[src/rtl/apc_pkg.sv]
// ----------------------------------------------------------------------------
// apc_pkg
// shared constants, result codes and status words of the atkin prime classifier
// ----------------------------------------------------------------------------
package apc_pkg;

    localparam int CANDIDATE_BITS_DEF = 20;
    localparam int COUNT_BITS         = 10;
    localparam logic [COUNT_BITS-1:0] COUNT_MAX = '1;
    localparam int RES_BITS           = 6;
    localparam int RES_MOD            = 60;

    typedef enum logic [1:0] {
        FORM_NONE       = 2'd0,
        FORM_4XX_PLUS   = 2'd1,
        FORM_3XX_PLUS   = 2'd2,
        FORM_3XX_MINUS  = 2'd3
    } t_form;

    typedef struct packed {
        logic                done;
        logic [RES_BITS-1:0] residue;
    } t_res_stat;

    typedef struct packed {
        logic                  done;
        logic                  odd;
        logic [COUNT_BITS-1:0] count;
    } t_cnt_stat;

    typedef struct packed {
        logic done;
        logic square_free;
    } t_sqf_stat;

    // form chosen by n mod 60, none when the residue shares a factor with 60
    function automatic t_form res_form(input logic [RES_BITS-1:0] r);
        t_form f;
        case (r) inside
            6'd1, 6'd13, 6'd17, 6'd29, 6'd37, 6'd41, 6'd49, 6'd53: f = FORM_4XX_PLUS;
            6'd7, 6'd19, 6'd31, 6'd43:                             f = FORM_3XX_PLUS;
            6'd11, 6'd23, 6'd47, 6'd59:                            f = FORM_3XX_MINUS;
            default:                                               f = FORM_NONE;
        endcase
        return f;
    endfunction

endpackage

[src/rtl/apc_residue.sv]
// ----------------------------------------------------------------------------
// apc_residue
// candidate modulo 60 by a nibble fold, registered on start
// ----------------------------------------------------------------------------
module apc_residue #(
    parameter int BITS = apc_pkg::CANDIDATE_BITS_DEF
) (
    input  logic                   i_clk,
    input  logic                   i_rst_n,
    input  logic                   i_start,
    input  logic [BITS-1:0]        i_value,
    output apc_pkg::t_res_stat     o_stat
);
    import apc_pkg::*;

    localparam int MW     = BITS - 2;
    localparam int NIBS   = (MW + 3) / 4;
    localparam int MOD_LO = RES_MOD / 4;

    logic                r_done;
    logic [RES_BITS-1:0] r_res;

    logic [4*NIBS-1:0]   w_m;
    logic [7:0]          w_sum;
    logic [4:0]          w_fold;
    logic [3:0]          w_lo;

    // n mod 60 is 4 * ((n >> 2) mod 15) + n[1:0], and 16 folds to 1 mod 15
    always_comb begin
        w_m   = (4*NIBS)'(i_value[BITS-1:2]);
        w_sum = '0;
        for (int k = 0; k < NIBS; k++) begin
            w_sum = w_sum + 8'(w_m[4*k +: 4]);
        end
        w_fold = 5'(w_sum[3:0]) + 5'(w_sum[7:4]);
        if (w_fold >= 5'(MOD_LO)) begin
            w_lo = 4'(w_fold - 5'(MOD_LO));
        end else begin
            w_lo = w_fold[3:0];
        end
    end

    always_ff @(posedge i_clk) begin
        if (!i_rst_n) begin
            r_done <= 1'b0;
        end else begin
            r_done <= i_start;
        end
    end

    always_ff @(posedge i_clk) begin
        if (i_start) begin
            r_res <= {w_lo, i_value[1:0]};
        end
    end

    assign o_stat.done    = r_done;
    assign o_stat.residue = r_res;

endmodule

[src/rtl/apc_form_count.sv]
// ----------------------------------------------------------------------------
// apc_form_count
// two-pointer walk over x and y that counts the solutions of the chosen form
// ----------------------------------------------------------------------------
module apc_form_count #(
    parameter int BITS = apc_pkg::CANDIDATE_BITS_DEF
) (
    input  logic                   i_clk,
    input  logic                   i_rst_n,
    input  logic                   i_start,
    input  apc_pkg::t_form         i_form,
    input  logic [BITS-1:0]        i_n,
    output apc_pkg::t_cnt_stat     o_stat
);
    import apc_pkg::*;

    localparam int HB = (BITS + 1) / 2;
    localparam int W  = BITS + 4;
    localparam int XW = HB + 2;
    localparam int YW = HB + 1;

    logic                  r_busy;
    logic                  r_done;
    logic [XW-1:0]         r_x;
    logic [W-1:0]          r_sx;
    logic [YW-1:0]         r_y;
    logic [W-1:0]          r_sy;
    logic [COUNT_BITS-1:0] r_count;
    logic                  r_odd;

    logic [W-1:0] w_n;
    logic [W-1:0] w_kx;
    logic [W-1:0] w_lim;
    logic [W-1:0] w_v;
    logic [W-1:0] w_sx3;
    logic [W-1:0] w_sx_inc;
    logic [W-1:0] w_sy_inc;
    logic [W-1:0] w_sy_dec;
    logic         w_end;
    logic         w_hit;
    logic         w_lt;

    always_comb begin
        w_n   = W'(i_n);
        w_sx3 = r_sx + (r_sx << 1);
        case (i_form)
            FORM_4XX_PLUS: begin
                w_kx  = r_sx << 2;
                w_lim = r_sx << 2;
            end
            FORM_3XX_PLUS: begin
                w_kx  = w_sx3;
                w_lim = w_sx3;
            end
            default: begin
                w_kx  = w_sx3;
                w_lim = r_sx << 1;
            end
        endcase
        w_v      = (i_form == FORM_3XX_MINUS) ? (w_kx - r_sy) : (w_kx + r_sy);
        w_end    = (w_lim >= w_n);
        w_hit    = (w_v == w_n);
        w_lt     = (w_v < w_n);
        w_sx_inc = r_sx + W'({r_x, 1'b1});
        w_sy_inc = r_sy + W'({r_y, 1'b1});
        w_sy_dec = r_sy - W'({r_y, 1'b0}) + W'(1);
    end

    always_ff @(posedge i_clk) begin
        if (!i_rst_n) begin
            r_busy <= 1'b0;
            r_done <= 1'b0;
        end else begin
            r_done <= 1'b0;
            if (i_start) begin
                r_busy <= 1'b1;
            end else if (r_busy && w_end) begin
                r_busy <= 1'b0;
                r_done <= 1'b1;
            end
        end
    end

    always_ff @(posedge i_clk) begin
        if (i_start) begin
            r_x     <= XW'(1);
            r_sx    <= W'(1);
            r_count <= '0;
            r_odd   <= 1'b0;
            if (i_form == FORM_3XX_MINUS) begin
                r_y  <= '0;
                r_sy <= '0;
            end else begin
                r_y  <= YW'(1) << HB;
                r_sy <= W'(1) << (2 * HB);
            end
        end else if (r_busy && !w_end) begin
            if (w_hit || w_lt) begin
                r_x  <= r_x + XW'(1);
                r_sx <= w_sx_inc;
                if (w_hit) begin
                    r_odd <= ~r_odd;
                    if (r_count != COUNT_MAX) begin
                        r_count <= r_count + COUNT_BITS'(1);
                    end
                end
            end else if (i_form == FORM_3XX_MINUS) begin
                r_y  <= r_y + YW'(1);
                r_sy <= w_sy_inc;
            end else begin
                r_y  <= r_y - YW'(1);
                r_sy <= w_sy_dec;
            end
        end
    end

    assign o_stat.done  = r_done;
    assign o_stat.odd   = r_odd;
    assign o_stat.count = r_count;

endmodule

[src/rtl/apc_sqfree.sv]
// ----------------------------------------------------------------------------
// apc_sqfree
// square-free test: restoring remainder of n by each odd square from 9 up to n
// ----------------------------------------------------------------------------
module apc_sqfree #(
    parameter int BITS = apc_pkg::CANDIDATE_BITS_DEF
) (
    input  logic                   i_clk,
    input  logic                   i_rst_n,
    input  logic                   i_start,
    input  logic [BITS-1:0]        i_n,
    output apc_pkg::t_sqf_stat     o_stat
);
    import apc_pkg::*;

    localparam int HB = (BITS + 1) / 2;
    localparam int IW = HB + 1;
    localparam int DW = BITS + 1;
    localparam int BW = $clog2(BITS);

    typedef enum logic [2:0] {
        S_IDLE  = 3'b001,
        S_CHECK = 3'b010,
        S_DIV   = 3'b100
    } t_sqf_state;

    t_sqf_state      r_state;
    logic            r_done;
    logic            r_sf;
    logic [IW-1:0]   r_i;
    logic [DW-1:0]   r_d;
    logic [DW-1:0]   r_rem;
    logic [BITS-1:0] r_shift;
    logic [BW-1:0]   r_bit;

    logic [DW:0]     w_t;
    logic [DW-1:0]   n_rem;
    logic [DW-1:0]   w_d_next;
    logic            w_last;

    always_comb begin
        w_t = {r_rem, r_shift[BITS-1]};
        if (w_t >= {1'b0, r_d}) begin
            n_rem = DW'(w_t - {1'b0, r_d});
        end else begin
            n_rem = w_t[DW-1:0];
        end
        w_d_next = r_d + DW'({r_i, 2'b00}) + DW'(4);
        w_last   = (r_bit == BW'(BITS-1));
    end

    always_ff @(posedge i_clk) begin
        if (!i_rst_n) begin
            r_state <= S_IDLE;
            r_done  <= 1'b0;
        end else begin
            r_done <= 1'b0;
            case (r_state)
                S_IDLE: begin
                    if (i_start) begin
                        r_state <= S_CHECK;
                    end
                end
                S_CHECK: begin
                    if (r_d > DW'(i_n)) begin
                        r_state <= S_IDLE;
                        r_done  <= 1'b1;
                    end else begin
                        r_state <= S_DIV;
                    end
                end
                S_DIV: begin
                    if (w_last) begin
                        if (n_rem == '0) begin
                            r_state <= S_IDLE;
                            r_done  <= 1'b1;
                        end else begin
                            r_state <= S_CHECK;
                        end
                    end
                end
                default: begin
                    r_state <= S_IDLE;
                end
            endcase
        end
    end

    always_ff @(posedge i_clk) begin
        case (r_state)
            S_IDLE: begin
                if (i_start) begin
                    r_i <= IW'(3);
                    r_d <= DW'(9);
                end
            end
            S_CHECK: begin
                r_rem   <= '0;
                r_shift <= i_n;
                r_bit   <= '0;
                r_sf    <= 1'b1;
            end
            S_DIV: begin
                r_rem   <= n_rem;
                r_shift <= r_shift << 1;
                r_bit   <= r_bit + BW'(1);
                if (w_last) begin
                    if (n_rem == '0) begin
                        r_sf <= 1'b0;
                    end else begin
                        r_i <= r_i + IW'(2);
                        r_d <= w_d_next;
                    end
                end
            end
            default: begin
                r_sf <= r_sf;
            end
        endcase
    end

    assign o_stat.done        = r_done;
    assign o_stat.square_free = r_sf;

endmodule

[src/rtl/atkin_prime_classifier.sv]
// ----------------------------------------------------------------------------
// atkin_prime_classifier
// classifies one candidate word as prime or not by the quadratic forms of atkin
// ----------------------------------------------------------------------------
// One candidate word is taken at a time; o_in_ready stays low until its result
// has been moved into the output register, which may still be waiting to be
// taken. The mod-60 residue comes from a nibble fold of the registered
// candidate. Small or excluded values then go straight to the output state.
// Otherwise the form walk runs the x/y two-pointer search, about
// 2^ceil(BITS/2) + sqrt(n/2) steps at most. Only when the solution count is
// odd does the square-free pass run: for each odd i from 3 with i*i <= n it
// runs one restoring remainder of n by i*i, and it stops at the first zero
// remainder.
// ----------------------------------------------------------------------------
module atkin_prime_classifier #(
    parameter int CANDIDATE_BITS = apc_pkg::CANDIDATE_BITS_DEF
) (
    input  logic                           i_clk,
    input  logic                           i_rst_n,
    input  logic                           i_in_valid,
    output logic                           o_in_ready,
    input  logic [CANDIDATE_BITS-1:0]      i_candidate,
    output logic                           o_out_valid,
    input  logic                           i_out_ready,
    output logic                           o_is_prime,
    output logic [1:0]                     o_form_used,
    output logic [apc_pkg::COUNT_BITS-1:0] o_solution_count
);
    import apc_pkg::*;

    typedef enum logic [4:0] {
        S_IDLE    = 5'b00001,
        S_RESIDUE = 5'b00010,
        S_COUNT   = 5'b00100,
        S_SQFREE  = 5'b01000,
        S_OUTPUT  = 5'b10000
    } t_state;

    t_state                    r_state;
    logic                      r_out_valid;
    logic                      r_res_start;
    logic                      r_cnt_start;
    logic                      r_sqf_start;
    logic [CANDIDATE_BITS-1:0] r_n;
    t_form                     r_form;
    logic                      r_prime;
    logic [COUNT_BITS-1:0]     r_count;
    logic                      r_o_prime;
    t_form                     r_o_form;
    logic [COUNT_BITS-1:0]     r_o_count;

    t_res_stat w_res;
    t_cnt_stat w_cnt;
    t_sqf_stat w_sqf;
    t_form     w_form;
    logic      w_small_prime;
    logic      w_walk;

    apc_residue #(
        .BITS (CANDIDATE_BITS)
    ) u_residue (
        .i_clk   (i_clk),
        .i_rst_n (i_rst_n),
        .i_start (r_res_start),
        .i_value (r_n),
        .o_stat  (w_res)
    );

    apc_form_count #(
        .BITS (CANDIDATE_BITS)
    ) u_form_count (
        .i_clk   (i_clk),
        .i_rst_n (i_rst_n),
        .i_start (r_cnt_start),
        .i_form  (r_form),
        .i_n     (r_n),
        .o_stat  (w_cnt)
    );

    apc_sqfree #(
        .BITS (CANDIDATE_BITS)
    ) u_sqfree (
        .i_clk   (i_clk),
        .i_rst_n (i_rst_n),
        .i_start (r_sqf_start),
        .i_n     (r_n),
        .o_stat  (w_sqf)
    );

    always_comb begin
        w_form        = res_form(w_res.residue);
        w_small_prime = (r_n == CANDIDATE_BITS'(2)) || (r_n == CANDIDATE_BITS'(3)) ||
                        (r_n == CANDIDATE_BITS'(5));
        w_walk        = !w_small_prime && (r_n >= CANDIDATE_BITS'(2)) &&
                        (w_form != FORM_NONE);
    end

    always_ff @(posedge i_clk) begin
        if (!i_rst_n) begin
            r_state     <= S_IDLE;
            r_out_valid <= 1'b0;
            r_res_start <= 1'b0;
            r_cnt_start <= 1'b0;
            r_sqf_start <= 1'b0;
        end else begin
            r_res_start <= 1'b0;
            r_cnt_start <= 1'b0;
            r_sqf_start <= 1'b0;
            if (r_out_valid && i_out_ready) begin
                r_out_valid <= 1'b0;
            end
            case (r_state)
                S_IDLE: begin
                    if (i_in_valid) begin
                        r_res_start <= 1'b1;
                        r_state     <= S_RESIDUE;
                    end
                end
                S_RESIDUE: begin
                    if (w_res.done) begin
                        if (w_walk) begin
                            r_cnt_start <= 1'b1;
                            r_state     <= S_COUNT;
                        end else begin
                            r_state <= S_OUTPUT;
                        end
                    end
                end
                S_COUNT: begin
                    if (w_cnt.done) begin
                        if (w_cnt.odd) begin
                            r_sqf_start <= 1'b1;
                            r_state     <= S_SQFREE;
                        end else begin
                            r_state <= S_OUTPUT;
                        end
                    end
                end
                S_SQFREE: begin
                    if (w_sqf.done) begin
                        r_state <= S_OUTPUT;
                    end
                end
                S_OUTPUT: begin
                    if (!r_out_valid || i_out_ready) begin
                        r_out_valid <= 1'b1;
                        r_state     <= S_IDLE;
                    end
                end
                default: begin
                    r_state <= S_IDLE;
                end
            endcase
        end
    end

    always_ff @(posedge i_clk) begin
        case (r_state)
            S_IDLE: begin
                if (i_in_valid) begin
                    r_n <= i_candidate;
                end
            end
            S_RESIDUE: begin
                if (w_res.done) begin
                    r_form  <= w_walk ? w_form : FORM_NONE;
                    r_prime <= w_small_prime;
                    r_count <= '0;
                end
            end
            S_COUNT: begin
                if (w_cnt.done) begin
                    r_count <= w_cnt.count;
                    r_prime <= 1'b0;
                end
            end
            S_SQFREE: begin
                if (w_sqf.done) begin
                    r_prime <= w_sqf.square_free;
                end
            end
            S_OUTPUT: begin
                if (!r_out_valid || i_out_ready) begin
                    r_o_prime <= r_prime;
                    r_o_form  <= r_form;
                    r_o_count <= r_count;
                end
            end
            default: begin
                r_prime <= r_prime;
            end
        endcase
    end

    assign o_in_ready       = (r_state == S_IDLE);
    assign o_out_valid      = r_out_valid;
    assign o_is_prime       = r_o_prime;
    assign o_form_used      = r_o_form;
    assign o_solution_count = r_o_count;

    // one word in flight at a time
    a_busy_after_accept : assert property (@(posedge i_clk) disable iff (!i_rst_n)
        (i_in_valid && o_in_ready) |=> !o_in_ready)
        else $error("input taken again while a word is in flight");

    a_no_form_no_count : assert property (@(posedge i_clk) disable iff (!i_rst_n)
        (o_out_valid && (o_form_used == FORM_NONE)) |-> (o_solution_count == '0))
        else $error("solution count without a form");

    // a prime from a form walk has an odd count unless saturated
    a_prime_odd_count : assert property (@(posedge i_clk) disable iff (!i_rst_n)
        (o_out_valid && o_is_prime && (o_form_used != FORM_NONE) &&
         (o_solution_count != COUNT_MAX)) |-> o_solution_count[0])
        else $error("prime reported with an even solution count");

endmodule

[config.mk]
export PLATFORM = sky130hd
export DESIGN_NAME = atkin_prime_classifier
export DESIGN_NICKNAME = d
export VERILOG_FILES = /design/src/rtl/apc_pkg.sv /design/src/rtl/apc_residue.sv /design/src/rtl/apc_form_count.sv /design/src/rtl/apc_sqfree.sv /design/src/rtl/atkin_prime_classifier.sv
export SDC_FILE = /design/constraint.sdc
export NUM_CORES = 1
export LEC_CHECK = 0
export ABC_AREA = 1
export BUFFER_PORTS_ARGS = -buffer_cell sky130_fd_sc_hd__buf_4
export CORE_MARGIN = 2
export CORE_UTILIZATION = 55
export CTS_CLUSTER_SIZE = 40
export DETAILED_ROUTE_END_ITERATION = 8
export GPL_TIMING_DRIVEN = 0
export PLACE_DENSITY = 0.71
export SETUP_SLACK_MARGIN = 0.4
export SYNTH_ARGS = -nofsm -noshare
export SYNTH_HDL_FRONTEND = slang
export SYNTH_SLANG_ARGS = --single-unit
[constraint.sdc]
create_clock -name i_clk -period 8.47 [get_ports i_clk]
set_input_delay 1.694 -clock i_clk [delete_from_list [all_inputs] [get_ports i_clk]]
set_output_delay 1.694 -clock i_clk [all_outputs]
set_load 0.02 [all_outputs]
==> metrics.md <==
| Metric | Value |
|---|---|
| Sequential share of power | `31.9%` |
| Drt drc | `0` |
| Worst Path Max Fanout | `10` |
| ANT nets after route | `0` |
| Max-slew headroom | `24.5%` |
| Most common cell after layout, fill and taps aside | `nand2_1` |
| Mapped Area | `20,000 µm²` |
| Syn_area_per_cell | `7.46 µm²` |
| Global route overflow | `0` |
| PortBufs | `38` |
| Fin. Hold Viols | `0` |
| Count of hold buffers inserted by post-cts repair | `0` |
| Clock share of power | `26.4%` |
| WP buf/inv | `6` |
| Detail-routed net length per standard cell | `17.6 µm` |
| Switching Power | `1.73 mW` |
| Max-slew violation count | `0` |
| Post-Synthesis Cells | `2,684` |
| Root buffer cell | `clkbuf_16` |
| Clk Latency, worst-skew pair | `580 ps` |
| Ys Warns | `0` |
| Clk pin slew, worst setup/hold paths | `60 ps` |
| Commonest non-fill, non-tap cells in the layout | `522 x nand2_1, 379 x inv_1, 271 x nor2_1` |
| CTS resizes | `0` |
| Vias in the first global route | `18,200` |
| Status | `finished, final reports clean` |
| Number of buffers created by CTS | `27` |
| Sw Share | `38.8%` |
| H-tree depth | `1` |
| Worst Skew | `16.1 ps` |
| Share of the synthesized area in the top cell type | `24.3%` |
| Post-synth EDFFs | `162` |
| Die height | `195 µm` |
| Slowest library cell on the worst path | `buf_1` |
| Arrival time at the worst endpoint | `7250 ps` |
| Total power | `4.47 mW` |
| Synth area leaders | `edfxtp_1 24%, ha_1 16%, nand2_1 9.8%, inv_1 7.1%, dfxtp_1 6.3%` |
| Iteration-0 DRC Markers | `1,145` |
| Required @ worst endpoint | `8940 ps` |
| FP Rows | `69` |
| Die Area | `37,900 µm²` |
| Final Routed Wirelength | `57,000 µm` |
| Gpl congestion | `0.960` |
| RSZ-0062 raised after global routing | `no` |
| Area leader, netlist | `edfxtp_1` |
| Worst Tran Pin Value | `1130 ps` |
| Initial core utilization | `56.0%` |
| Diodes inserted | `0` |
| CP max stage delay | `580 ps` |
| Vias per inst | `5.69` |
| Fmax | `147 MHz` |
| Peak supply drop | `0.000287 V` |
| Post-CTS Setup Bufs | `0` |
| Largest net degree at the start of global routing | `29` |
| Hold Crit Class | `register to register` |
| Total track usage | `30.0%` |
| Register area share after synthesis | `30.6%` |
| Cell Chain, Critical Path | `ha_1 > inv_1 > clkbuf_1 > buf_1 > nand2_1 > xnor2_1 > inv_1 > ha_1 > nand2_1 > o31ai_1 > a21oi_1 > o21ai_0 > xor2_1 > ha_1 > nand4_1 > nor4_1 > inv_1 > nor4_1 > nand4_2 > o21ai_2 > nand2_1 > clkbuf_1 > o21ai_0 > nor2_1` |
| CTS sink count | `225` |
| Kind of critical path | `register to register` |
| Initial antenna violation count | `2` |
| Core area | `35,700 µm²` |
| Critical path's top delay family | `buffers and inverters` |
| Die X | `195 µm` |
| PwrDens | `204 nW/µm²` |
| Detailed Place HPWL | `44,800 µm` |
| Distinct cells, synth | `58` |
| Min Tclk post-route | `6780 ps` |
| Drt pass-1 iters | `7` |
| Via count | `18,400` |
| CP endpoint kind | `register` |
| First-pass GRT wire length | `91,500 µm` |
| Nets | `3,045` |
| Maximum root-to-sink buffer count | `3` |
| Worst hold margin | `419 ps` |
| Startpoint types | `register` |
| Power Internal | `2.73 mW` |
| P_leak | `10.0 nW` |
| Mapped Nets | `2,975` |
| Async set-reset flop share out of synthesis | `0%` |
| Share of cells above drive strength 1 | `4.83%` |
| Synth Flop Type | `edfxtp_1` |
| Seq cells post-synth | `225` |
| Synth-to-Final Area Change | `9.19%` |
| CTS tree | `done` |
| Final setup viols | `0` |
| Final Cycle Share | `80.1%` |
| I/O pin total | `39` |
| # Max-Cap Violations | `0` |
| Gate power share | `41.7%` |
-- power by group through the flow --
stage / combinational, mW / sequential (mW) / clock, mW
finish: 1.86 / 1.43 / 1.18
global route: 2.11 / 1.44 / 1.24
CTS: 1.84 / 1.42 / 1.20
detailed placement: 1.82 / 1.45 / 0
global placement: 1.68 / 1.44 / 0
floorplan: 1.37 / 1.41 / 0
-- worst reg2reg max path, stage by stage, from the launching register on --
cell	delay (ps)
edfxtp_1	550
ha_1	350
inv_1	110
clkbuf_1	530
buf_1	580
nand2_1	150
xnor2_1	170
inv_1	60
ha_1	370
nand2_1	120
o31ai_1	500
a21oi_1	190
o21ai_0	380
xor2_1	150
ha_1	330
nand4_1	120
nor4_1	290
inv_1	100
nor4_1	360
nand4_2	230
o21ai_2	210
nand2_1	220
clkbuf_1	280
o21ai_0	270
nor2_1	60
-- registers in the layout (all words and copies together) (netlist names), 2 cells and up --
signal,cells
r_n,20
u_form_count.r_sx,24
r_state,5
u_form_count.r_x,12
u_residue.r_res,6
u_sqfree.r_rem,21
o_solution_count,10
r_form,2
u_form_count.r_y,11
u_sqfree.r_bit,5
r_count,10
u_form_count.r_count,10
o_form_used,2
u_sqfree.r_d,18
u_sqfree.r_state,3
u_sqfree.r_shift,20
u_sqfree.r_i,10
u_form_count.r_sy,24
-- area by class of cell --
| type | instances | area, µm² |
|---|---|---|
| clock inverters | 12 | 87.6 |
| flip-flops and latches | 225 | 6130 |
| multi-input cells | 2024 | 12200 |
| clock buffers | 38 | 811 |
| well taps | 461 | 577 |
| repair buffers | 41 | 348 |
| plain buffers | 49 | 231 |
| fillers | 3277 | 13900 |
| inverters | 386 | 1450 |
-- through the flow --
step / worst slack, ps / area (µm²) / TNS [ps] / util, % / cells
after floorplan: 1520 / 20000 / 0 / - / 2684
after CTS: 1810 / 21900 / 0 / 61.2 / 3236
after global placement: -1460 / 20900 / -50960 / 58.4 / 3183
after global routing: 1290 / 21900 / 0 / 61.2 / 3236
after detailed placement: 1870 / 21000 / 0 / 58.6 / 3186
final: 1690 / 21900 / 0 / 61.2 / 3236
-- kinds of logic (layout without fill, tap and decap cells) --
group / count (synthesis) / after routing / share of synthesized area, %
AND/OR/NAND/NOR: 1056 / 1056 / 22.4
AO/OA/AOI/OAI: 569 / 569 / 15.6
buffers and inverters: 435 / 526 / 8.39
adder cells (fa/ha/maj): 267 / 267 / 17.3
flip-flops: 225 / 225 / 30.6
XOR/XNOR: 131 / 131 / 5.73
multiplexers: 1 / 1 / 0.0562
-- final timing paths --
path	from	slack, ps	to	cells after the start
min	r_count[0]	420	o_solution_count[0]	0
min reg2reg	r_count[0]	420	o_solution_count[0]	0
max reg2reg	r_form[0]	1690	u_form_count.r_sx[10]	24
max	r_form[0]	1690	u_form_count.r_sx[10]	24
-- cell usage after synthesis (7+ instances only) --
master / count
nor2_1: 272
o211ai_1: 7
inv_1: 379
clkbuf_1: 34
nor3_1: 45
a31oi_1: 31
fa_1: 15
o21ai_0: 201
edfxtp_1: 162
nor4_1: 27
nand3_1: 111
xnor2_1: 54
dfxtp_1: 63
o21ai_1: 11
ha_1: 252
xor2_1: 77
nor3b_1: 7
a21o_1: 8
nand4_1: 35
o31ai_1: 7
nand2_1: 523
or2_2: 7
a21oi_1: 248
o21bai_1: 14
o21a_1: 12
-- per-layer routing --
layer	global-route usage (%)	wire length [µm]
met4	12.3	2430
met2	51.7	26600
met1	38.1	25100
met5	0	13
met3	3.94	2850
(Power assumes the default switching activity.)
